**config.mk**
```make
export PLATFORM = sky130hd
export DESIGN_NAME = framed_packet_receiver_queue
export DESIGN_NICKNAME = d
export VERILOG_FILES = /design/src/frpq_pkg.sv /design/src/frpq_cmd_fifo.sv /design/src/frpq_front.sv /design/src/frpq_back.sv /design/src/framed_packet_receiver_queue.sv
export SDC_FILE = /design/constraint.sdc
export NUM_CORES = 2
export LEC_CHECK = 0
export BUFFER_PORTS_ARGS = -buffer_cell sky130_fd_sc_hd__buf_2
export CAP_MARGIN = 25
export CORE_AREA = 2 2 654 461
export CTS_BUF_LIST = sky130_fd_sc_hd__clkbuf_2 sky130_fd_sc_hd__clkbuf_4 sky130_fd_sc_hd__clkbuf_8
export CTS_CLUSTER_DIAMETER = 120
export DETAILED_ROUTE_END_ITERATION = 7
export DIE_AREA = 0 0 656 463
export PLACE_DENSITY = 0.55
export SKIP_CTS_REPAIR_TIMING = 1
export SLEW_MARGIN = 5
export SYNTH_ARGS = -nofsm -noshare
export SYNTH_HDL_FRONTEND = slang
export SYNTH_SLANG_ARGS = --single-unit
```
**constraint.sdc**
```tcl
create_clock -name clk -period 6.6 [get_ports clk]
set_input_delay 0.66 -clock clk [delete_from_list [all_inputs] [get_ports clk]]
set_output_delay 0.66 -clock clk [all_outputs]
set_load 0.1 [all_outputs]
```
**src/frpq_pkg.sv**
```systemverilog
// Shared types and constants of the framed packet receiver queue.
`default_nettype none
package frpq_pkg;

	localparam int QUEUE_SLOTS  = 8;
	localparam int PACKET_BYTES = 32;
	localparam int MAX_OUT      = 32;
	localparam int CMD_DEPTH    = 2;

	localparam int SLOT_W   = $clog2(QUEUE_SLOTS);
	localparam int CNT_W    = $clog2(QUEUE_SLOTS + 1);
	localparam int MEM_AW   = $clog2(QUEUE_SLOTS * PACKET_BYTES);
	localparam int LEN_W    = 6;
	localparam int IDX_W    = 5;
	localparam int CPTR_W   = $clog2(CMD_DEPTH);
	localparam int CCNT_W   = $clog2(CMD_DEPTH + 1);

	localparam logic [7:0] HDR_SOH = 8'h01;
	localparam logic [7:0] HDR_STX = 8'h02;

	typedef enum logic [1:0] {
		KIND_BYTE = 2'd0,
		KIND_TICK = 2'd1,
		KIND_READ = 2'd2
	} kind_t;

	typedef enum logic [1:0] {
		PH_HUNT    = 2'd0,
		PH_LEN     = 2'd1,
		PH_COLLECT = 2'd2,
		PH_DISCARD = 2'd3
	} rx_phase_t;

	typedef enum logic [2:0] {
		ST_QUEUED     = 3'd0,
		ST_BAD_SUM    = 3'd1,
		ST_BAD_LEN    = 3'd2,
		ST_DROPPED    = 3'd3,
		ST_READ_BYTE  = 3'd4,
		ST_READ_EMPTY = 3'd5
	} status_t;

	// Work handed from the front end to the back end.
	typedef struct packed {
		logic              is_read;
		status_t           status;
		logic [LEN_W-1:0]  plen;
		logic              ready;
		logic [SLOT_W-1:0] slot;
	} cmd_t;

	typedef struct packed {
		logic              en;
		logic [MEM_AW-1:0] addr;
		logic [7:0]        data;
	} mem_wr_t;

endpackage
`default_nettype wire

```
**src/frpq_cmd_fifo.sv**
```systemverilog
// Short command queue between the front end and the back end.
`default_nettype none
module frpq_cmd_fifo (
	input  wire logic           clk,
	input  wire logic           arst_n,
	input  wire logic           wr_en,
	input  wire frpq_pkg::cmd_t wr_data,
	output logic                full,
	input  wire logic           rd_en,
	output frpq_pkg::cmd_t      rd_data,
	output logic                empty
);
	import frpq_pkg::*;

	cmd_t              mem_q [CMD_DEPTH];
	logic [CPTR_W-1:0] wr_ptr_q;
	logic [CPTR_W-1:0] rd_ptr_q;
	logic [CCNT_W-1:0] count_q;
	logic              do_wr;
	logic              do_rd;

	assign full    = (count_q == CCNT_W'(CMD_DEPTH));
	assign empty   = (count_q == '0);
	assign do_wr   = wr_en && !full;
	assign do_rd   = rd_en && !empty;
	assign rd_data = mem_q[rd_ptr_q];

	always_ff @(posedge clk) begin
		if (do_wr) begin
			mem_q[wr_ptr_q] <= wr_data;
		end
	end

	always_ff @(posedge clk or negedge arst_n) begin
		if (!arst_n) begin
			wr_ptr_q <= '0;
			rd_ptr_q <= '0;
			count_q  <= '0;
		end else begin
			if (do_wr) begin
				wr_ptr_q <= (wr_ptr_q == CPTR_W'(CMD_DEPTH - 1)) ? '0 : wr_ptr_q + 1'b1;
			end
			if (do_rd) begin
				rd_ptr_q <= (rd_ptr_q == CPTR_W'(CMD_DEPTH - 1)) ? '0 : rd_ptr_q + 1'b1;
			end
			if (do_wr && !do_rd) begin
				count_q <= count_q + 1'b1;
			end else if (do_rd && !do_wr) begin
				count_q <= count_q - 1'b1;
			end
		end
	end

endmodule
`default_nettype wire

```
**src/frpq_front.sv**
```systemverilog
// Front end: frame hunting, checksum, slot ring bookkeeping and command issue.
`default_nettype none
module frpq_front (
	input  wire logic            clk,
	input  wire logic            arst_n,
	input  wire logic            push,
	output logic                 full,
	input  wire logic [1:0]      kind,
	input  wire logic [7:0]      rx_byte,
	output frpq_pkg::cmd_t       cmd,
	output logic                 cmd_push,
	input  wire logic            cmd_full,
	input  wire logic            read_done,
	output frpq_pkg::mem_wr_t    mem_wr
);
	import frpq_pkg::*;

	rx_phase_t         phase_q, phase_d;
	logic [7:0]        prev_q, prev_d;
	logic [LEN_W-1:0]  flen_q, flen_d;
	logic [LEN_W-1:0]  count_q, count_d;
	logic [7:0]        sum_q, sum_d;
	logic [SLOT_W-1:0] wslot_q, wslot_d;
	logic [SLOT_W-1:0] rslot_q, rslot_d;
	logic [CNT_W-1:0]  queued_q, queued_d;
	logic [CNT_W-1:0]  reads_out_q, reads_out_d;
	logic [LEN_W-1:0]  slot_len_q [QUEUE_SLOTS];
	logic              slot_len_we;
	logic [CNT_W:0]    occupied;
	logic              stall;
	logic              accept;
	logic              read_issue;
	logic [LEN_W-1:0]  count_inc;

	function automatic logic [SLOT_W-1:0] next_slot(input logic [SLOT_W-1:0] s);
		return (s == SLOT_W'(QUEUE_SLOTS - 1)) ? '0 : s + 1'b1;
	endfunction

	// Slots still being streamed out are not free for writing yet.
	assign occupied  = {1'b0, queued_q} + {1'b0, reads_out_q};
	assign stall     = (kind == KIND_BYTE) && (phase_q == PH_COLLECT) &&
	                   (occupied >= (CNT_W + 1)'(QUEUE_SLOTS));
	assign full      = cmd_full || stall;
	assign accept    = push && !full;
	assign count_inc = count_q + 1'b1;

	always_comb begin
		phase_d     = phase_q;
		prev_d      = prev_q;
		flen_d      = flen_q;
		count_d     = count_q;
		sum_d       = sum_q;
		wslot_d     = wslot_q;
		rslot_d     = rslot_q;
		queued_d    = queued_q;
		slot_len_we = 1'b0;
		read_issue  = 1'b0;
		cmd_push    = 1'b0;
		cmd         = '0;
		mem_wr.en   = 1'b0;
		mem_wr.addr = MEM_AW'(wslot_q) * MEM_AW'(PACKET_BYTES) + MEM_AW'(count_q);
		mem_wr.data = rx_byte;
		if (accept) begin
			unique case (kind)
				KIND_BYTE: begin
					unique case (phase_q)
						PH_HUNT: begin
							if (prev_q == HDR_SOH && rx_byte == HDR_STX) begin
								phase_d = PH_LEN;
								prev_d  = '0;
							end else begin
								prev_d = rx_byte;
							end
						end
						PH_LEN: begin
							if (rx_byte == '0 || rx_byte > 8'(PACKET_BYTES)) begin
								phase_d    = PH_HUNT;
								prev_d     = '0;
								count_d    = '0;
								sum_d      = '0;
								cmd_push   = 1'b1;
								cmd.status = ST_BAD_LEN;
								cmd.ready  = (queued_q != '0);
							end else begin
								flen_d  = rx_byte[LEN_W-1:0];
								count_d = '0;
								sum_d   = '0;
								phase_d = (queued_q >= CNT_W'(QUEUE_SLOTS)) ?
								          PH_DISCARD : PH_COLLECT;
							end
						end
						PH_COLLECT, PH_DISCARD: begin
							mem_wr.en = (phase_q == PH_COLLECT);
							count_d   = count_inc;
							if (count_inc < flen_q) begin
								sum_d = sum_q + rx_byte;
							end else begin
								// Frame complete: the last byte is the checksum.
								cmd_push = 1'b1;
								cmd.plen = flen_q;
								if (phase_q == PH_DISCARD) begin
									cmd.status = ST_DROPPED;
								end else if (rx_byte == sum_q) begin
									cmd.status  = ST_QUEUED;
									slot_len_we = 1'b1;
									wslot_d     = next_slot(wslot_q);
									queued_d    = queued_q + 1'b1;
								end else begin
									cmd.status = ST_BAD_SUM;
								end
								cmd.ready = (queued_d != '0);
								phase_d   = PH_HUNT;
								prev_d    = '0;
								count_d   = '0;
								sum_d     = '0;
							end
						end
					endcase
				end
				KIND_TICK: begin
					if (phase_q == PH_HUNT) begin
						prev_d = '0;
					end else begin
						cmd_push   = 1'b1;
						cmd.status = ST_BAD_LEN;
						cmd.plen   = (phase_q == PH_LEN) ? '0 : flen_q;
						cmd.ready  = (queued_q != '0);
						phase_d    = PH_HUNT;
						prev_d     = '0;
						count_d    = '0;
						sum_d      = '0;
					end
				end
				KIND_READ: begin
					cmd_push = 1'b1;
					if (queued_q == '0) begin
						cmd.status = ST_READ_EMPTY;
					end else begin
						read_issue  = 1'b1;
						cmd.is_read = 1'b1;
						cmd.status  = ST_READ_BYTE;
						cmd.plen    = slot_len_q[rslot_q];
						cmd.slot    = rslot_q;
						rslot_d     = next_slot(rslot_q);
						queued_d    = queued_q - 1'b1;
						cmd.ready   = (queued_d != '0);
					end
				end
				default: begin
					// drop the reserved kind
				end
			endcase
		end
	end

	always_comb begin
		reads_out_d = reads_out_q;
		if (read_issue && !read_done) begin
			reads_out_d = reads_out_q + 1'b1;
		end else if (read_done && !read_issue) begin
			reads_out_d = reads_out_q - 1'b1;
		end
	end

	always_ff @(posedge clk) begin
		if (slot_len_we) begin
			slot_len_q[wslot_q] <= flen_q;
		end
	end

	always_ff @(posedge clk or negedge arst_n) begin
		if (!arst_n) begin
			phase_q     <= PH_HUNT;
			prev_q      <= '0;
			flen_q      <= '0;
			count_q     <= '0;
			sum_q       <= '0;
			wslot_q     <= '0;
			rslot_q     <= '0;
			queued_q    <= '0;
			reads_out_q <= '0;
		end else begin
			phase_q     <= phase_d;
			prev_q      <= prev_d;
			flen_q      <= flen_d;
			count_q     <= count_d;
			sum_q       <= sum_d;
			wslot_q     <= wslot_d;
			rslot_q     <= rslot_d;
			queued_q    <= queued_d;
			reads_out_q <= reads_out_d;
		end
	end

endmodule
`default_nettype wire

```
**src/frpq_back.sv**
```systemverilog
// Back end: packet byte store, read-out streaming and the result register.
`default_nettype none
module frpq_back (
	input  wire logic               clk,
	input  wire logic               arst_n,
	input  wire frpq_pkg::cmd_t     cmd,
	input  wire logic               cmd_empty,
	output logic                    cmd_pop,
	input  wire frpq_pkg::mem_wr_t  mem_wr,
	output logic                    read_done,
	output logic                    empty,
	input  wire logic               pop,
	output logic [2:0]              status,
	output logic [7:0]              data_byte,
	output logic [4:0]              byte_index,
	output logic [5:0]              packet_length,
	output logic                    last,
	output logic                    ready_res
);
	import frpq_pkg::*;

	logic [7:0]        mem_q [QUEUE_SLOTS * PACKET_BYTES];

	logic              stream_q;
	logic [LEN_W-1:0]  k_q;
	logic [LEN_W-1:0]  n_q;
	logic [LEN_W-1:0]  len_q;
	logic [SLOT_W-1:0] slot_q;
	logic              rdy_q;

	logic              valid_s1;
	logic [7:0]        data_s1;
	logic [IDX_W-1:0]  idx_s1;
	logic              last_s1;

	logic              out_valid_q;
	status_t           out_status_q;
	logic [7:0]        out_data_q;
	logic [IDX_W-1:0]  out_idx_q;
	logic [LEN_W-1:0]  out_len_q;
	logic              out_last_q;
	logic              out_rdy_q;

	logic              can_out;
	logic              s1_move;
	logic              issue;
	logic              issue_last;
	logic [LEN_W-1:0]  k_inc;
	logic [LEN_W-1:0]  cmd_n;
	logic [MEM_AW-1:0] rd_addr;

	assign empty         = !out_valid_q;
	assign status        = out_status_q;
	assign data_byte     = out_data_q;
	assign byte_index    = out_idx_q;
	assign packet_length = out_len_q;
	assign last          = out_last_q;
	assign ready_res     = out_rdy_q;

	assign can_out    = !out_valid_q || pop;
	assign s1_move    = valid_s1 && can_out;
	assign issue      = stream_q && (!valid_s1 || s1_move);
	assign k_inc      = k_q + 1'b1;
	assign issue_last = (k_inc == n_q);
	assign read_done  = issue && issue_last;
	assign rd_addr    = MEM_AW'(slot_q) * MEM_AW'(PACKET_BYTES) + MEM_AW'(k_q);

	// Take a new command only once the previous read-out has drained.
	assign cmd_pop = !cmd_empty && !stream_q && !valid_s1 && (cmd.is_read || can_out);
	assign cmd_n   = (cmd.plen > LEN_W'(MAX_OUT)) ? LEN_W'(MAX_OUT) :
	                 (cmd.plen == '0) ? LEN_W'(1) : cmd.plen;

	always_ff @(posedge clk) begin
		if (mem_wr.en) begin
			mem_q[mem_wr.addr] <= mem_wr.data;
		end
	end

	always_ff @(posedge clk) begin
		if (issue) begin
			data_s1 <= mem_q[rd_addr];
			idx_s1  <= k_q[IDX_W-1:0];
			last_s1 <= issue_last;
		end
	end

	always_ff @(posedge clk) begin
		if (s1_move) begin
			out_status_q <= ST_READ_BYTE;
			out_data_q   <= data_s1;
			out_idx_q    <= idx_s1;
			out_len_q    <= len_q;
			out_last_q   <= last_s1;
			out_rdy_q    <= rdy_q;
		end else if (cmd_pop && !cmd.is_read) begin
			out_status_q <= cmd.status;
			out_data_q   <= '0;
			out_idx_q    <= '0;
			out_len_q    <= cmd.plen;
			out_last_q   <= 1'b1;
			out_rdy_q    <= cmd.ready;
		end
	end

	always_ff @(posedge clk) begin
		if (cmd_pop && cmd.is_read) begin
			n_q    <= cmd_n;
			len_q  <= cmd.plen;
			slot_q <= cmd.slot;
			rdy_q  <= cmd.ready;
		end
	end

	always_ff @(posedge clk or negedge arst_n) begin
		if (!arst_n) begin
			stream_q    <= 1'b0;
			k_q         <= '0;
			valid_s1    <= 1'b0;
			out_valid_q <= 1'b0;
		end else begin
			if (cmd_pop && cmd.is_read) begin
				stream_q <= 1'b1;
				k_q      <= '0;
			end else if (issue) begin
				k_q <= k_inc;
				if (issue_last) begin
					stream_q <= 1'b0;
				end
			end
			if (issue) begin
				valid_s1 <= 1'b1;
			end else if (s1_move) begin
				valid_s1 <= 1'b0;
			end
			if (s1_move || (cmd_pop && !cmd.is_read)) begin
				out_valid_q <= 1'b1;
			end else if (pop) begin
				out_valid_q <= 1'b0;
			end
		end
	end

endmodule
`default_nettype wire

```
**src/framed_packet_receiver_queue.sv**
```systemverilog
// Framed packet receiver: header hunt, length and checksum check, slot ring, read-out.
// Input channel (push/full): each transaction carries kind and rx_byte. Kind 0
// is a received byte, kind 1 a receive timeout tick, kind 2 a request to read
// the oldest stored packet; kind 3 is ignored.
// Result channel (empty/pop): each transaction carries status, data_byte,
// byte_index, packet_length, last and ready_res. A frame end, a bad length, an
// abort or an empty read gives one result; a read gives one result per stored
// byte, checksum byte last, with last set on the final one.
// Timing: a result passes the command queue and then the result register. A read-out
// stream passes the command queue, address counter, registered read port of the packet
// store and result register; it runs one byte per cycle while results are popped.
// Throughput: one input transaction per cycle while the two-entry command
// queue has room; a received byte inside a frame also waits while its target
// slot is still being streamed out.
// Reset: the receiver returns to header hunting and the slot ring is emptied.
// Stalls: when pop is held low the result register holds, the command queue
// fills and full is raised; nothing is lost.
`default_nettype none
module framed_packet_receiver_queue (
	input  wire logic       clk,
	input  wire logic       arst_n,
	input  wire logic       push,
	output logic            full,
	input  wire logic [1:0] kind,
	input  wire logic [7:0] rx_byte,
	output logic            empty,
	input  wire logic       pop,
	output logic [2:0]      status,
	output logic [7:0]      data_byte,
	output logic [4:0]      byte_index,
	output logic [5:0]      packet_length,
	output logic            last,
	output logic            ready_res
);
	import frpq_pkg::*;

	cmd_t    front_cmd;
	logic    front_cmd_push;
	cmd_t    back_cmd;
	logic    cmd_full;
	logic    cmd_empty;
	logic    cmd_pop;
	logic    read_done;
	mem_wr_t mem_wr;

	frpq_front u_front (
		.clk       (clk),
		.arst_n    (arst_n),
		.push      (push),
		.full      (full),
		.kind      (kind),
		.rx_byte   (rx_byte),
		.cmd       (front_cmd),
		.cmd_push  (front_cmd_push),
		.cmd_full  (cmd_full),
		.read_done (read_done),
		.mem_wr    (mem_wr)
	);

	frpq_cmd_fifo u_cmd_fifo (
		.clk     (clk),
		.arst_n  (arst_n),
		.wr_en   (front_cmd_push),
		.wr_data (front_cmd),
		.full    (cmd_full),
		.rd_en   (cmd_pop),
		.rd_data (back_cmd),
		.empty   (cmd_empty)
	);

	frpq_back u_back (
		.clk           (clk),
		.arst_n        (arst_n),
		.cmd           (back_cmd),
		.cmd_empty     (cmd_empty),
		.cmd_pop       (cmd_pop),
		.mem_wr        (mem_wr),
		.read_done     (read_done),
		.empty         (empty),
		.pop           (pop),
		.status        (status),
		.data_byte     (data_byte),
		.byte_index    (byte_index),
		.packet_length (packet_length),
		.last          (last),
		.ready_res     (ready_res)
	);

endmodule
`default_nettype wire

```
==> reports/qor.json <==
{
  "status": "finished with violations",
  "failed_checks": "DRC",
  "finalMaxSlewViolations": 0,
  "synthesis.area_mm2": 0.0889,
  "route.vias.total": 48000,
  "maxSlewHeadroom": 0.113,
  "first_iter_violations": 6616,
  "first_global_vias": 46300,
  "grt_setup_unrepaired": "no",
  "drt-wirelength-per-cell_um": 28.0,
  "fmaxAchievable_mhz": 202,
  "worst-endpoint-required_ns": 7.28,
  "tns_ns": 0,
  "cts_sink_cnt": 2235,
  "synthesis.instances": 4695,
  "synth_ff_type": "sky130_fd_sc_hd__edfxtp_1",
  "start_util": 0.299,
  "slowest_library_cell_on_the_worst_path": "sky130_fd_sc_hd__a221oi_1",
  "timing.critical_path.slowest_cell_delay_ns": 0.91,
  "synth_most_common_cell": "sky130_fd_sc_hd__edfxtp_1",
  "residual_overflow_from_global_routing": 0,
  "cp_data_arrival_time_ns": 5.63,
  "timing.critical_path.from": "u_back.k_q[0]",
  "static-leakage-power_nw": 31.5,
  "yosys-top-cells-count": "sky130_fd_sc_hd__edfxtp_1, sky130_fd_sc_hd__mux2i_1, sky130_fd_sc_hd__mux4_2",
  "area.growth.synth_to_final_pct": 13.0,
  "min_path_type": "input port to register",
  "clock_tree_from_tritoncts": "done",
  "post-route-period-util": 0.751,
  "synthDistinctLibCells": 72,
  "design.core.area_mm2": 0.298,
  "category_of_the_worst_setup_path_capture_point": "register",
  "avg_inst_size_synth_um2": 18.9,
  "crit_type": "register to register",
  "crit_path_max_fo": 75,
  "die_area_mm2": 0.304,
  "max_cap_viol_count": 0,
  "post_route_ant_nets": 0,
  "route.final.wire_length_mm": 258,
  "dp_hpwl_mm": 167,
  "max-vdd-ir-drop_v": 0.000404,
  "clk_latency_ns": 0.98,
  "critPathBufInv": 2,
  "yosysWarningCount": 0,
  "grt_start_max_net_pins": 177,
  "ys_async_sr_fraction": 0.0255,
  "numPortBuffers": 39,
  "synth_top_area_share": 0.735,
  "worst_clock_skew_ns": 0.0828,
  "drt_first_pass_iters": 8,
  "die-width_um": 656,
  "synth_enable_flop_cells": 2175,
  "placement_rows": 168,
  "cpLargestDelayFamily": "compound AO/OA/AOI/OAI gates",
  "final-setup-viol-count": 0,
  "place_congestion": 0.873,
  "wire_length_of_the_first_global_routing_pass_mm": 360,
  "synth_nets": 4748,
  "worst_hold_startpoint": "pop",
  "final_net_count": 5004,
  "avgViaCountPerCell": 5.22,
  "tritoncts.num_buffers": 337,
  "synth.ff_latch_count": 2235,
  "htree_num_levels": 5,
  "synth_area_leaders": "sky130_fd_sc_hd__edfxtp_1, sky130_fd_sc_hd__mux4_2, sky130_fd_sc_hd__mux2i_1",
  "grt_antenna_before_repair": 15,
  "die_height_um": 463,
  "layout.core_utilization": 0.337,
  "critical_path.reg2reg.startpoint": "u_back.k_q[0]",
  "power-per-cell-area_mw_per_mm2": 376,
  "postPlaceCellArea_mm2": 0.0938,
  "timing_hold_violations_final": 0,
  "final_cell_area_mm2": 0.100,
  "drc_errors": 6,
  "synth_seq_area_share": 0.751,
  "clk_pin_slew_ns": 0.06,
  "synth_largest_area_cell": "sky130_fd_sc_hd__edfxtp_1",
  "worst-slew-pin-transition_ns": 1.33,
  "cts.root.buffer_cell": "sky130_fd_sc_hd__clkbuf_8",
  "io-pin-count": 40,
  "cts.path.max_buffers": 4,
  "critical_path.cell_chain": "buf_12, mux2_1, a221oi_1, a21oi_1, o21ai_1, o31ai_1, clkbuf_4, nor4_1, nor3_1",
  "layout-drive-gt1-share": 0.209,
  "post-route-min-period_ns": 4.95,
  "timing.critical_path.from_type": "register",
  "globalRouteTotalUtil": 0.164
}
worst paths after layout:
check	endpoint	slack, ns	depth (start not counted)
max	u_back.data_s1[6]	1.65	9
min	u_back.valid_s1	0.04	4
max reg2reg	u_back.data_s1[6]	1.65	9
min reg2reg	u_back.status[2]	0.48	2
max in group asynchronous	u_back.k_q[1]	5.54	3
min in group asynchronous	u_front.prev_q[4]	0.44	3
metal layers:
layer,track usage,share of wire,up-vias,routed length (um)
met3,0.0475,0.11,359,27900
met4,0.0387,0.021,4,5330
met2,0.227,0.41,2492,106000
met5,0,0.00011,-,29
met1,0.252,0.46,25400,118000
li1,-,-,19700,-
cell type report:
class,count,area (um2)
Fill cell,28200,197000
Sequential cell,2235,66800
Multi-Input combinational cell,2161,20400
Clock buffer,439,5510
Tap cell,3995,5000
Timing Repair Buffer,181,1700
Clock inverter,137,833
Inverter,35,139
Antenna cell,6,15.0
metrics by stage:
stage	hold slack [ns]	std cells	setup WS [ns]	total power, W
finish	0.0422	9189	1.65	0.0378
global route	0.0582	9184	1.67	0.0390
CTS	-0.129	9167	1.74	0.0379
detailed placement	0.471	8591	1.80	0.0268
global placement	0.465	8581	1.78	0.0268
floorplan	0.364	4695	2.34	0.0234
layout by cell type, fill, tap and decap left out, types with 11 or more instances in the layout:
| master | count |
|---|---|
| sky130_fd_sc_hd__clkbuf_8 | 355 |
| sky130_fd_sc_hd__clkinvlp_4 | 11 |
| sky130_fd_sc_hd__nor2b_1 | 11 |
| sky130_fd_sc_hd__clkinv_2 | 38 |
| sky130_fd_sc_hd__xnor2_1 | 16 |
| sky130_fd_sc_hd__ha_1 | 36 |
| sky130_fd_sc_hd__mux4_2 | 357 |
| sky130_fd_sc_hd__nor2_1 | 339 |
| sky130_fd_sc_hd__mux2i_1 | 405 |
| sky130_fd_sc_hd__a21oi_1 | 128 |
| sky130_fd_sc_hd__nand4_1 | 23 |
| sky130_fd_sc_hd__and2_1 | 24 |
| sky130_fd_sc_hd__o21ai_0 | 66 |
| sky130_fd_sc_hd__and3_1 | 28 |
| sky130_fd_sc_hd__clkbuf_4 | 86 |
| sky130_fd_sc_hd__buf_4 | 108 |
| sky130_fd_sc_hd__nor3_1 | 83 |
| sky130_fd_sc_hd__nor4_1 | 25 |
| sky130_fd_sc_hd__a22o_1 | 11 |
| sky130_fd_sc_hd__a2111oi_0 | 11 |
| sky130_fd_sc_hd__xor2_1 | 18 |
| sky130_fd_sc_hd__a211oi_1 | 11 |
| sky130_fd_sc_hd__edfxtp_1 | 2175 |
| sky130_fd_sc_hd__nand2b_1 | 11 |
| sky130_fd_sc_hd__buf_12 | 19 |
| sky130_fd_sc_hd__o221ai_1 | 163 |
| sky130_fd_sc_hd__nand2_1 | 146 |
| sky130_fd_sc_hd__a22oi_1 | 13 |
| sky130_fd_sc_hd__mux2_2 | 25 |
| sky130_fd_sc_hd__o22ai_1 | 61 |
| sky130_fd_sc_hd__clkinv_1 | 76 |
| sky130_fd_sc_hd__dfrtp_1 | 53 |
| sky130_fd_sc_hd__buf_2 | 31 |
| sky130_fd_sc_hd__nand3_1 | 27 |
| sky130_fd_sc_hd__o21ai_1 | 25 |
| sky130_fd_sc_hd__inv_1 | 33 |
cells by family after synthesis:
group,count (synthesis),synth area share
AND/OR/NAND/NOR,761,0.0387
buffers and inverters,299,0.0194
AO/OA/AOI/OAI,531,0.0408
flip-flops,2235,0.751
multiplexers,796,0.141
adder cells (fa/ha/maj),39,0.00574
XOR/XNOR,34,0.00335
state kept, by name (all words and copies together) (netlist names), 4 cells and up:
signal                cells
u_front.reads_out_q       4
u_front.queued_q          4
u_back.len_q              6
u_back.data_byte          8
u_back.byte_index         5
u_back.packet_length      6
u_front.prev_q            8
u_back.mem_q           2048
u_front.count_q           6
u_front.sum_q             8
u_back.k_q                6
u_back.data_s1            8
u_front.flen_q            6
u_cmd_fifo.mem_q         28
u_back.idx_s1             5
u_front.slot_len_q       48
u_back.n_q                6
power breakdown:
group	internal [W]	total, W	switching (W)
Sequential	0.0159	0.0163	0.000389
Combinational	0.00385	0.0103	0.00647
Clock	0.00574	0.0112	0.00541
Total	0.0255	0.0378	0.0123
worst reg2reg max path, delay by kind of cell (launching register included):
kind | cells | cell delay (ns)
buffers and inverters | 2 | 0.75
AO/OA/AOI/OAI | 4 | 1.53
multiplexers | 1 | 0.66
AND/OR/NAND/NOR | 2 | 0.84
flip-flops | 1 | 0.89
Power figures use the tool's default switching activity.
